## src/frms_pkg.sv

```systemverilog
`timescale 1ns / 1ps
// ----------------------------------------------------------------------------
// Framed RMS volume package
// Shared constants and the job tag type passed from the front end through
// the job queue to the back end.
// ----------------------------------------------------------------------------
package frms_pkg;

	// Width of the hop length configuration register.
	localparam int HOP_BITS = 13;
	// Value of the hop length register after reset.
	localparam int HOP_RESET = 512;
	// Smallest effective hop; smaller register values act as this.
	localparam int MIN_HOP = 128;
	// Entries in the job queue between the front and the back end.
	localparam int QUEUE_DEPTH = 8;
	// Jobs one sample can create (magnitude frame plus a closed frame).
	localparam int JOBS_PER_SAMPLE = 2;

	// Tag carried with every job.
	typedef struct packed {
		logic is_frame;  // 1: closed frame (divide and root), 0: magnitude beat
		logic last;      // last result caused by its sample
	} frms_job_tag_t;

	localparam int TAG_BITS = $bits(frms_job_tag_t);

endpackage

```

## src/frms_queue.sv

```systemverilog
`timescale 1ns / 1ps
// ----------------------------------------------------------------------------
// Framed RMS volume job queue
// Small register queue that takes up to two jobs per cycle and gives one.
// ----------------------------------------------------------------------------
module frms_queue #(
	parameter int WIDTH = 59,
	parameter int DEPTH = 8
) (
	input  logic                       clk,
	input  logic                       arst_n,
	input  logic                       wr0,
	input  logic                       wr1,
	input  logic [WIDTH-1:0]           wr_data0,
	input  logic [WIDTH-1:0]           wr_data1,
	input  logic                       rd,
	output logic [WIDTH-1:0]           rd_data,
	output logic                       nonempty,
	output logic [$clog2(DEPTH+1)-1:0] count
);

	localparam int AW = $clog2(DEPTH);
	localparam int CW = $clog2(DEPTH + 1);

	logic [WIDTH-1:0] mem_q [DEPTH];
	logic [AW-1:0]    wp_q;
	logic [AW-1:0]    rp_q;
	logic [CW-1:0]    cnt_q;
	logic [AW-1:0]    wp_nx;
	logic [CW-1:0]    n_wr;

	assign wp_nx    = wp_q + AW'(1);
	assign n_wr     = CW'(wr0) + CW'(wr1);
	assign rd_data  = mem_q[rp_q];
	assign nonempty = (cnt_q != '0);
	assign count    = cnt_q;

	always_ff @(posedge clk) begin
		if (wr0) begin
			mem_q[wp_q] <= wr_data0;
		end
		if (wr1) begin
			mem_q[wp_nx] <= wr_data1;
		end
	end

	always_ff @(posedge clk or negedge arst_n) begin
		if (!arst_n) begin
			wp_q  <= '0;
			rp_q  <= '0;
			cnt_q <= '0;
		end else begin
			wp_q  <= wp_q + AW'(n_wr);
			if (rd) begin
				rp_q <= rp_q + AW'(1);
			end
			cnt_q <= cnt_q + n_wr - CW'(rd);
		end
	end

endmodule

```

## src/frms_front.sv

```systemverilog
`timescale 1ns / 1ps
// ----------------------------------------------------------------------------
// Framed RMS volume front end
// Squares each sample, accumulates the open frame and issues jobs.
// ----------------------------------------------------------------------------
module frms_front #(
	parameter int SAMPLE_BITS = 16,
	parameter int MAX_HOP     = 4096
) (
	input  logic                                   clk,
	input  logic                                   arst_n,
	input  logic                                   accept,
	input  logic signed [SAMPLE_BITS-1:0]          sample,
	input  logic                                   stream_start,
	input  logic                                   stream_end,
	input  logic [frms_pkg::HOP_BITS-1:0]          hop_q,
	output logic                                   wr0,
	output logic                                   wr1,
	output logic [frms_pkg::TAG_BITS+$clog2(MAX_HOP+1)
		+2*SAMPLE_BITS-1+$clog2(MAX_HOP)-1:0]      wr_data0,
	output logic [frms_pkg::TAG_BITS+$clog2(MAX_HOP+1)
		+2*SAMPLE_BITS-1+$clog2(MAX_HOP)-1:0]      wr_data1
);

	localparam int HW = $clog2(MAX_HOP + 1);
	localparam int SW = 2 * SAMPLE_BITS - 1 + $clog2(MAX_HOP);
	localparam int QW = 2 * SAMPLE_BITS - 1;
	localparam int EW = frms_pkg::TAG_BITS + HW + SW;

	// Stage 1: magnitude and square.
	logic                   valid_s1;
	logic [SAMPLE_BITS-1:0] mag_s1;
	logic [QW-1:0]          sq_s1;
	logic                   start_s1;
	logic                   end_s1;

	logic [SAMPLE_BITS-1:0] in_mag;
	logic [2*SAMPLE_BITS-1:0] in_sq;

	// Open frame accumulator.
	logic [SW-1:0] sum_q;
	logic [HW-1:0] cnt_q;

	logic [HW-1:0] hop_eff;
	logic [SW-1:0] new_sum;
	logic [HW-1:0] new_cnt;
	logic          close;

	frms_pkg::frms_job_tag_t mag_tag;
	frms_pkg::frms_job_tag_t frame_tag;
	logic [EW-1:0]           mag_job;
	logic [EW-1:0]           frame_job;

	always_comb begin
		in_mag = sample[SAMPLE_BITS-1] ? (~sample + 1'b1) : sample;
		in_sq  = in_mag * in_mag;
	end

	always_ff @(posedge clk or negedge arst_n) begin
		if (!arst_n) begin
			valid_s1 <= 1'b0;
		end else begin
			valid_s1 <= accept;
		end
	end

	always_ff @(posedge clk) begin
		if (accept) begin
			mag_s1   <= in_mag;
			sq_s1    <= in_sq[QW-1:0];
			start_s1 <= stream_start;
			end_s1   <= stream_end;
		end
	end

	always_comb begin
		if (hop_q < frms_pkg::HOP_BITS'(frms_pkg::MIN_HOP)) begin
			hop_eff = HW'(frms_pkg::MIN_HOP);
		end else if (32'(hop_q) > 32'(MAX_HOP)) begin
			hop_eff = HW'(MAX_HOP);
		end else begin
			hop_eff = HW'(hop_q);
		end
	end

	always_comb begin
		new_sum = (start_s1 ? '0 : sum_q) + SW'(sq_s1);
		new_cnt = (start_s1 ? '0 : cnt_q) + HW'(1);
		close   = (new_cnt >= hop_eff);
	end

	// A closed frame or a stream end leaves an empty frame behind.
	always_ff @(posedge clk or negedge arst_n) begin
		if (!arst_n) begin
			sum_q <= '0;
			cnt_q <= '0;
		end else if (valid_s1) begin
			if (close || end_s1) begin
				sum_q <= '0;
				cnt_q <= '0;
			end else begin
				sum_q <= new_sum;
				cnt_q <= new_cnt;
			end
		end
	end

	// The magnitude job goes first; it is the last result only when the
	// sample closes no frame.
	always_comb begin
		mag_tag.is_frame   = 1'b0;
		mag_tag.last       = !close;
		frame_tag.is_frame = 1'b1;
		frame_tag.last     = 1'b1;
		mag_job            = {mag_tag, HW'(0), SW'(mag_s1)};
		frame_job          = {frame_tag, hop_eff, new_sum};
	end

	assign wr0      = valid_s1 && (start_s1 || close);
	assign wr1      = valid_s1 && start_s1 && close;
	assign wr_data0 = start_s1 ? mag_job : frame_job;
	assign wr_data1 = frame_job;

endmodule

```

## src/frms_back.sv

```systemverilog
`timescale 1ns / 1ps
// ----------------------------------------------------------------------------
// Framed RMS volume back end
// Divides a closed frame's sum by its hop and takes the integer square root,
// or passes a magnitude job on as it is, and holds the result until it is taken.
// ----------------------------------------------------------------------------
module frms_back #(
	parameter int SAMPLE_BITS = 16,
	parameter int MAX_HOP     = 4096
) (
	input  logic                         clk,
	input  logic                         arst_n,
	input  logic [frms_pkg::TAG_BITS+$clog2(MAX_HOP+1)
		+2*SAMPLE_BITS-1+$clog2(MAX_HOP)-1:0] q_data,
	input  logic                         q_nonempty,
	output logic                         q_rd,
	input  logic                         pop,
	output logic                         empty,
	output logic [SAMPLE_BITS-1:0]       rms,
	output logic                         run_last
);

	localparam int HW = $clog2(MAX_HOP + 1);
	localparam int SW = 2 * SAMPLE_BITS - 1 + $clog2(MAX_HOP);
	localparam int NQ = (SW + 1) / 2;
	localparam int RW = 2 * NQ;
	localparam int CW = $clog2(SW);
	localparam logic [SAMPLE_BITS-1:0] RMS_MAX = SAMPLE_BITS'(1) << (SAMPLE_BITS - 1);

	typedef enum logic [1:0] {
		ST_IDLE,
		ST_DIV,
		ST_SQRT,
		ST_FIN
	} state_t;

	state_t                  state_q;
	logic                    out_valid_q;
	logic [SAMPLE_BITS-1:0]  rms_q;
	logic                    last_q;
	logic                    job_last_q;
	logic [CW-1:0]           step_q;
	logic [HW-1:0]           hop_q;
	logic [SW-1:0]           dvd_q;
	logic [HW-1:0]           rem_q;
	logic [RW-1:0]           rad_q;
	logic [NQ-1:0]           root_q;
	logic [NQ+1:0]           srem_q;

	frms_pkg::frms_job_tag_t job_tag;
	logic [HW-1:0]           job_hop;
	logic [SW-1:0]           job_val;
	logic                    out_free;
	logic                    out_load;

	logic [HW:0]             rem_sh;
	logic                    div_ge;
	logic [HW-1:0]           rem_nx;
	logic [SW-1:0]           dvd_nx;
	logic [NQ+1:0]           srem_sh;
	logic [NQ+1:0]           trial;
	logic                    sq_ge;
	logic [NQ+1:0]           srem_nx;
	logic [NQ-1:0]           root_nx;

	assign {job_tag, job_hop, job_val} = q_data;
	assign out_free = !out_valid_q || pop;
	assign q_rd     = (state_q == ST_IDLE) && q_nonempty && (job_tag.is_frame || out_free);
	assign out_load = (q_rd && !job_tag.is_frame) || ((state_q == ST_FIN) && out_free);
	assign empty    = !out_valid_q;
	assign rms      = rms_q;
	assign run_last = last_q;

	// One restoring division step: one quotient bit per cycle.
	always_comb begin
		rem_sh = {rem_q, dvd_q[SW-1]};
		div_ge = (rem_sh >= {1'b0, hop_q});
		rem_nx = div_ge ? HW'(rem_sh - {1'b0, hop_q}) : HW'(rem_sh);
		dvd_nx = {dvd_q[SW-2:0], div_ge};
	end

	// One square root step: one root bit per cycle.
	always_comb begin
		srem_sh = {srem_q[NQ-1:0], rad_q[RW-1 -: 2]};
		trial   = {root_q, 2'b01};
		sq_ge   = (srem_sh >= trial);
		srem_nx = sq_ge ? (srem_sh - trial) : srem_sh;
		root_nx = {root_q[NQ-2:0], sq_ge};
	end

	always_ff @(posedge clk or negedge arst_n) begin
		if (!arst_n) begin
			state_q     <= ST_IDLE;
			out_valid_q <= 1'b0;
			step_q      <= '0;
		end else begin
			out_valid_q <= out_load || (out_valid_q && !pop);
			unique case (state_q)
				ST_IDLE: begin
					if (q_rd) begin
						if (job_tag.is_frame) begin
							dvd_q      <= job_val;
							hop_q      <= job_hop;
							rem_q      <= '0;
							job_last_q <= job_tag.last;
							step_q     <= CW'(SW - 1);
							state_q    <= ST_DIV;
						end else begin
							rms_q  <= job_val[SAMPLE_BITS-1:0];
							last_q <= job_tag.last;
						end
					end
				end
				ST_DIV: begin
					dvd_q <= dvd_nx;
					rem_q <= rem_nx;
					if (step_q == '0) begin
						rad_q   <= RW'(dvd_nx);
						root_q  <= '0;
						srem_q  <= '0;
						step_q  <= CW'(NQ - 1);
						state_q <= ST_SQRT;
					end else begin
						step_q <= step_q - CW'(1);
					end
				end
				ST_SQRT: begin
					rad_q  <= rad_q << 2;
					root_q <= root_nx;
					srem_q <= srem_nx;
					if (step_q == '0) begin
						state_q <= ST_FIN;
					end else begin
						step_q <= step_q - CW'(1);
					end
				end
				ST_FIN: begin
					if (out_free) begin
						rms_q   <= (root_q > NQ'(RMS_MAX)) ? RMS_MAX
							: root_q[SAMPLE_BITS-1:0];
						last_q  <= job_last_q;
						state_q <= ST_IDLE;
					end
				end
				default: begin
					state_q <= ST_IDLE;
				end
			endcase
		end
	end

endmodule

```

## src/framed_rms_volume_unit.sv

```systemverilog
`timescale 1ns / 1ps
// ----------------------------------------------------------------------------
// Framed RMS volume unit
// Frame RMS envelope of a stream of signed Q1.15 audio samples.
// ----------------------------------------------------------------------------
// The unit takes one audio sample per beat and gives one RMS volume value for
// every full, non-overlapping frame of hop_length samples: the integer square
// root of the frame's sum of squares divided by the hop, limited to 32768.
// A beat with stream_start set first gives the magnitude of that sample as a
// frame of its own and clears the open frame; a beat with stream_end set
// drops the partial frame that is left after it. run_last marks the last
// result that a sample causes. Samples are taken one per cycle as long as the
// job queue between the front and the back end has room. A sample that closes
// a frame costs the back end a serial divider pass and a serial square root
// pass, one bit per cycle each. A magnitude result goes straight from the job
// queue into the output register. hop_length is saturated to the range 128 to
// MAX_HOP and should be written only while no sample is in flight; cfg_ready
// is always high.
// ----------------------------------------------------------------------------
module framed_rms_volume_unit #(
	parameter int SAMPLE_BITS = 16,
	parameter int MAX_HOP     = 4096
) (
	input  logic                                 clk,
	input  logic                                 arst_n,
	// sample beats
	input  logic                                 push,
	output logic                                 full,
	input  logic signed [SAMPLE_BITS-1:0]        sample,
	input  logic                                 stream_start,
	input  logic                                 stream_end,
	// result beats
	output logic                                 empty,
	input  logic                                 pop,
	output logic [SAMPLE_BITS-1:0]               rms,
	output logic                                 run_last,
	// hop length register write
	input  logic                                 cfg_valid,
	output logic                                 cfg_ready,
	input  logic [frms_pkg::HOP_BITS-1:0]        hop_length
);

	localparam int HW    = $clog2(MAX_HOP + 1);
	localparam int SW    = 2 * SAMPLE_BITS - 1 + $clog2(MAX_HOP);
	localparam int EW    = frms_pkg::TAG_BITS + HW + SW;
	localparam int DEPTH = frms_pkg::QUEUE_DEPTH;
	localparam int QCW   = $clog2(DEPTH + 1);

	logic [frms_pkg::HOP_BITS-1:0] hop_q;
	logic                          accept;
	logic                          wr0;
	logic                          wr1;
	logic [EW-1:0]                 wr_data0;
	logic [EW-1:0]                 wr_data1;
	logic                          q_rd;
	logic [EW-1:0]                 q_data;
	logic                          q_nonempty;
	logic [QCW-1:0]                q_count;

	// The register write is always taken.
	assign cfg_ready = 1'b1;

	always_ff @(posedge clk or negedge arst_n) begin
		if (!arst_n) begin
			hop_q <= frms_pkg::HOP_BITS'(frms_pkg::HOP_RESET);
		end else if (cfg_valid && cfg_ready) begin
			hop_q <= hop_length;
		end
	end

	// A new sample is taken only while the queue can still absorb the jobs of
	// the sample in the front pipeline and of the new one.
	assign full   = (q_count > QCW'(DEPTH - 2 * frms_pkg::JOBS_PER_SAMPLE));
	assign accept = push && !full;

	frms_front #(
		.SAMPLE_BITS (SAMPLE_BITS),
		.MAX_HOP     (MAX_HOP)
	) u_front (
		.clk          (clk),
		.arst_n       (arst_n),
		.accept       (accept),
		.sample       (sample),
		.stream_start (stream_start),
		.stream_end   (stream_end),
		.hop_q        (hop_q),
		.wr0          (wr0),
		.wr1          (wr1),
		.wr_data0     (wr_data0),
		.wr_data1     (wr_data1)
	);

	frms_queue #(
		.WIDTH (EW),
		.DEPTH (DEPTH)
	) u_queue (
		.clk      (clk),
		.arst_n   (arst_n),
		.wr0      (wr0),
		.wr1      (wr1),
		.wr_data0 (wr_data0),
		.wr_data1 (wr_data1),
		.rd       (q_rd),
		.rd_data  (q_data),
		.nonempty (q_nonempty),
		.count    (q_count)
	);

	frms_back #(
		.SAMPLE_BITS (SAMPLE_BITS),
		.MAX_HOP     (MAX_HOP)
	) u_back (
		.clk        (clk),
		.arst_n     (arst_n),
		.q_data     (q_data),
		.q_nonempty (q_nonempty),
		.q_rd       (q_rd),
		.pop        (pop),
		.empty      (empty),
		.rms        (rms),
		.run_last   (run_last)
	);

endmodule
```

## config.mk

```make
export PLATFORM = sky130hd
export DESIGN_NAME = framed_rms_volume_unit
export DESIGN_NICKNAME = d
export VERILOG_FILES = /design/src/frms_pkg.sv /design/src/frms_queue.sv /design/src/frms_front.sv /design/src/frms_back.sv /design/src/framed_rms_volume_unit.sv
export SDC_FILE = /design/constraint.sdc
export NUM_CORES = 2
export LEC_CHECK = 0
export BUFFER_PORTS_ARGS = -buffer_cell sky130_fd_sc_hd__buf_2
export CORE_MARGIN = 8
export CORE_UTILIZATION = 25
export CTS_CLUSTER_SIZE = 16
export DETAILED_ROUTE_END_ITERATION = 10
export SETUP_SLACK_MARGIN = 0.05
export SYNTH_ARGS = -nofsm -noshare
export SYNTH_HDL_FRONTEND = slang
export SYNTH_SLANG_ARGS = --single-unit
```

## constraint.sdc

```tcl
create_clock -name clk -period 11.6 [get_ports clk]
set_input_delay 1.16 -clock clk [delete_from_list [all_inputs] [get_ports clk]]
set_output_delay 1.16 -clock clk [all_outputs]
set_load 0.05 [all_outputs]
```

### Word-level counts from Yosys, hierarchy flattened

Memories as Yosys holds them, arrays and structs flattened.
Index checks and enable logic that the tools add are counted.

| cells by class | value |
|---|---|
| add/sub/neg operators | 12 |
| multiply operators | 1 |
| order comparisons | 7 |
| equal/unequal tests | 10 |
| multiplexer cells | 49 |
| bitwise gates (word level) | 1 |
| reduce and logical (&&, ||, !) cells | 34 |

Operators with widths:

| cell | count |
|---|---|
| 2-to-1 mux 43 bit | 4 |
| 2-to-1 mux 58 bit | 2 |
| 2-to-1 mux 13 bit | 7 |
| one-hot mux 22 bit (2 select lines) | 2 |
| one-hot mux 44 bit (2 select lines) | 1 |
| one-hot mux 43 bit (2 select lines) | 1 |
| 2-to-1 mux 16 bit | 5 |
| 2-to-1 mux 22 bit | 3 |
| OR reduction 58 bit | 1 |
| 2-to-1 mux 44 bit | 1 |
| adder 43 x 31 -> 43 bit | 1 |
| one-hot mux 16 bit (2 select lines) | 1 |
| multiplier 16 x 16 -> 31 bit | 1 |
| one-hot mux 13 bit (2 select lines) | 1 |
| >= comparator 24 bit | 1 |
| 2-to-1 mux 6 bit | 4 |
| greater-than comparator 22 x 16 -> 1 bit (second input constant) | 1 |
| subtractor 22 bit | 1 |
| one-hot mux 6 bit (3 select lines) | 1 |
| adder 16 x 1 -> 16 bit (second input constant) | 1 |
| NOT 16 bit | 1 |
| >= comparator 14 x 13 -> 1 bit | 1 |
| adder 13 x 1 -> 13 bit (second input constant) | 1 |
| >= comparator 13 bit | 1 |
| 30 further kinds | 70 |

| storage, ports and cells | value |
|---|---|
| bits in registers | 313 |
| bits in writable memories | 464 |
| output and inout bits | 20 |
| word-level logic and storage cells | 138 |
| memories | 1 |

Memories:

| memory | depth | bits a word | read ports | clocked after Yosys merged registers in | write ports | line | RTL |
|---|---|---|---|---|---|---|---|
| u_queue.mem_q | 8 | 58 | 1 | 0 | 1 | frms_queue.sv:25 | `logic [WIDTH-1:0] mem_q [DEPTH];` |

### Longest topological paths before layout

| depth | value |
|---|---|
| depth in word-level cells | 9 |
| mapped depth | 33 |
| gate-level depth less buffers | 31 |

### By module

A second synthesis with hierarchy kept.

| unflattened totals | value |
|---|---|
| cells, all modules | 3616 |
| area total of the unflattened synthesis | 47694.5 µm² |

By module, submodules not included:

| module | times used | cells an instance | area an instance (µm²) | seq. area each (µm²) |
|---|---|---|---|---|
| frms_queue | 1 | 1258 | 23535.1 | 14183.6 |
| frms_front | 1 | 1559 | 14046.0 | 2837.7 |
| frms_back | 1 | 767 | 9560.4 | 5480.3 |
| framed_rms_volume_unit | 1 | 32 | 553.0 | 326.6 |

### Least setup slack after synthesis

OpenSTA, ideal clock, no wires.

| timing path | value |
|---|---|
| path kind | input -> register |
| from | input sample[0] |
| to | register u_front.sq_s1[27] (data pin) |
| library setup time | 260 ps |
| data arrival time | 8502 ps |
| data required time | 11340 ps |
| path slack | 2838 ps |
| stages on the path | 31 |
| cell sequence | inv_1 -> clkbuf_1 -> ha_1 -> nand2b_1 -> or3_1 -> nand2_1 -> xor2_1 -> inv_1 -> clkbuf_1 -> nand2_1 -> inv_1 -> fa_1 -> inv_1 -> fa_1 -> inv_1 -> fa_1 -> fa_1 -> fa_1 -> inv_1 -> fa_1 -> inv_1 -> ha_1 -> a21o_1 -> a21o_1 -> a2111oi_0 -> o31ai_1 -> a21oi_1 -> o21ai_1 -> or4_1 -> o311a_1 -> xor2_1 |

| on the way | value |
|---|---|
| longest elaborated chain between the ends | 4 |

RTL lines:

| element | line | RTL |
|---|---|---|
| start: declaration | framed_rms_volume_unit.sv:29 | `input logic signed [SAMPLE_BITS-1:0] sample,` |
| NOT 16 bit | frms_front.sv:55 | `in_mag = sample[SAMPLE_BITS-1] ? (~sample + 1'b1) : sample;` |
| adder 16 x 1 -> 16 bit | frms_front.sv:55 |  |
| 2-to-1 mux 16 bit | frms_front.sv:55 |  |
| via u_front.in_mag[8] | frms_front.sv:37 | `logic [SAMPLE_BITS-1:0] in_mag;` |
| multiplier 16 x 16 -> 31 bit | frms_front.sv:56 | `in_sq = in_mag * in_mag;` |
| via u_front.in_sq[27] | frms_front.sv:38 | `logic [2*SAMPLE_BITS-1:0] in_sq;` |
| end signal: assignment | frms_front.sv:70 | `sq_s1 <= in_sq[QW-1:0];` |
| end: declaration | frms_front.sv:33 | `logic [QW-1:0] sq_s1;` |

The timed path passes the listed nets, and every way through them passes these cells.
A chain may end at the register's enable or synchronous reset.

### Worst setup path after layout

| timing path | value |
|---|---|
| from | input sample[3] |
| to | register u_front.sq_s1[27] (data pin) |

Same word-level chain as after synthesis.

==> metrics.txt <==
H-tree depth 3; vias in the first global route 25728; Period minus WS final 9013 ps; post-route ant nets 0; post-synthesis mux area share 9.971%; FF-to-FF setup slack 5020 ps; number of synthesized register bits 775; RSZ-0062 raised after global routing no; main combinational cell family by area after synthesis adder cells; Setup Buffers After CTS 0; worst reg2reg path endpoint u_queue.mem_q[5][7]; met2 WL 44.36 mm; DRC viols 0; Gates resized, CTS repair 0; Critical Path Max Stage Delay 580 ps; XOR/XNOR Fraction of Synth Area 2.640%; via/cell ratio 4.437; first-pass GRT wire length 146.1 mm; I/O Buffers 54; Async S/R FF share, synth 11.48%; Metal-1 WL 40.58 mm; slowest cell on the critical path or4_1; EDFF count, synth 686; CTS buffer count 83; WHS Path Cells 1; CP startpoint kind primary input; status finished, final reports clean; fmax 111.0 MHz; synth-to-layout area growth 13.64%; WS Path Type in -> reg; routability cong. 0.8125; num ports 56; clk_skew 43.96 ps; Cell Rows 150; core area 166500 um2; pin count of the biggest net entering global routing 90; clock tree buffer depth 3; CTS tree built; DR iter-0 viols 1775; Yosys cell types 81; slew at the pin with the worst max-slew slack 1173 ps; Die Ht 424.7 um; setup TNS 0 ps; Layout Nets 3576; Avg Cell Area, Syn 13.49 um2; register area share after synthesis 54.68%; worst setup path endpoint u_front.sq_s1[27]; routed vias 24163; Synthesis Warnings 0; die width 424.7 um; final wirelength 91.36 mm; WP data arrival 9410 ps; CTS Hold Bufs 0; Pins Over Slew Limit 0; Total GRT Usage 10.09%; R2R depth 18; Clock Latency Late Sink 670 ps; worst rel slew slack 20.94%; commonest register cell after synthesis edfxtp_1; post-synthesis simple-gate area fraction 7.279%; DP HPWL 60.85 mm; Synth Instances 3095; total grt overflow 0; Detail Route met3 WL 4.113 mm; Initial Util 25.08%; Worst EP required 12000 ps; type of destination of the critical path flop; share of cells above drive strength 1 13.80%; Crit. Startpoint sample[3]; WL per Instance 16.78 um; uppermost layer routed met5; Worst-path clk slew 60 ps; final worst path period share 77.69%; DIE AREA 180300 um2; synthesized area 41750 um2; Max Cap Viol 0; crit-path max FO 10; final hold vios 0; Setup-failing EPs final 0; post-synthesis compound-gate area fraction 7.255%; CTS root buf clkbuf_16; Synth Area in Adders 13.93%; Clock Sinks 775; reg2reg start u_front.start_s1; Hold WC Path Type reg -> reg; Pre-antenna DRT Iters 6; antenna violations before repair 2
## kinds of logic after synthesis
| logic type | Yosys count |
|---|---|
| AO/OA/AOI/OAI | 458 |
| XOR/XNOR | 125 |
| adder cells (fa/ha/maj) | 364 |
| buffers and inverters | 463 |
| flip-flops | 775 |
| multiplexers | 263 |
| other | 2 |
| AND/OR/NAND/NOR | 645 |
## synthesized netlist by cell type (all sizes together), types with 8 or more instances
master     n  share of area (%)
a21oi     97                1.2
inv      351                3.2
o21a      17               0.31
nor2b     62               0.93
edfxtp   686                 49
a22o      20               0.42
and2      14               0.21
nor4      10               0.19
nand2b    24               0.36
xor2      44               0.94
or3       13               0.19
mux2      63                1.7
mux4     116                6.3
buf       29               0.32
o2bb2ai   29               0.61
clkbuf    80               0.72
dfrtp     88                5.3
nor3      27               0.32
xnor2     81                1.7
a31oi     13               0.19
nand2    215                1.9
ha       196                5.9
a211oi    15               0.28
nand3     34               0.41
nor2     186                1.7
fa       168                8.1
and3       9               0.13
nand4     13               0.19
o21ai    129                1.5
and4       8               0.17
mux2i     84                2.0
a21o      54               0.97
o211ai    12               0.22
## state kept, by name, indices dropped and copies added, names as in the netlist, 2 cells and up
register and count:
u_front.cnt_q 13, u_front.mag_s1 15, u_queue.mem_q 464, u_back.srem_q 22, hop_q 13, u_back.dvd_q 43
u_back.rem_q 13, u_queue.wp_q 3, u_front.sum_q 43, u_back.hop_q 13, u_back.rms 16, u_front.sq_s1 30
u_queue.rp_q 3, u_back.state_q 2, u_back.rad_q 44, u_back.root_q 22, u_queue.count 4, u_back.step_q 6
## cells in the final DEF, fill, tap and decap left out, types with 81 or more instances in the layout
master / count
edfxtp_1: 686
inv_1: 344
nand2_1: 215
ha_1: 194
nor2_1: 185
fa_1: 168
mux4_2: 116
o21ai_0: 109
a21oi_1: 95
dfrtp_1: 85
mux2i_1: 84
clkbuf_16: 83
xnor2_1: 81
## worst max-delay path, delay by kind of cell
| family | cells | cell delay [ps] |
|---|---|---|
| AO/OA/AOI/OAI | 8 | 1820 |
| buffers and inverters | 8 | 750 |
| AND/OR/NAND/NOR | 4 | 1700 |
| adder cells (fa/ha/maj) | 7 | 3430 |
| XOR/XNOR | 2 | 560 |
## worst min-delay path by stage
stage                            startpoint           endpoint
after floorplan           u_front.sum_q[10]  u_front.sum_q[10]
after CTS                 u_front.sum_q[10]  u_front.sum_q[10]
after global placement    u_front.sum_q[10]  u_front.sum_q[10]
after global routing       u_front.sum_q[3]   u_front.sum_q[3]
final                     u_front.sum_q[10]  u_front.sum_q[10]
after detailed placement  u_front.sum_q[18]  u_front.sum_q[18]
## through the flow
stage | cell area, um2 | utilization [%] | hold WS, ps | instances | worst slack [ps]
floorplan | 41790 | - | 447.1 | 3105 | 2838
global placement | 44790 | 26.91 | 461.5 | 5295 | 2166
detailed placement | 44790 | 26.91 | 465.3 | 5295 | 1942
CTS | 47440 | 28.50 | 483.7 | 5444 | 2661
global route | 47440 | 28.50 | 493.2 | 5444 | 2133
finish | 47440 | 28.50 | 478.9 | 5446 | 2587
## per-layer routing
| metal | track usage [%] | up-vias |
|---|---|---|
| met5 | 0 | - |
| met4 | 3.264 | 2 |
| met3 | 1.444 | 143 |
| met2 | 17.31 | 474 |
| met1 | 13.14 | 12215 |
| li1 | - | 11329 |
## area by class of cell
| cell class | instances | area [um2] |
|---|---|---|
| repair buffers | 95 | 580.6 |
| fillers | 16748 | 119000 |
| flip-flops and latches | 775 | 22840 |
| clock inverters | 46 | 461.7 |
| well taps | 2204 | 2758 |
| diodes | 2 | 5.005 |
| multi-input cells | 1867 | 17290 |
| clock buffers | 103 | 2182 |
| inverters | 354 | 1329 |
Power is not shown: default switching activity piles up to over one toggle a cycle in this logic, so the estimate is an artifact.
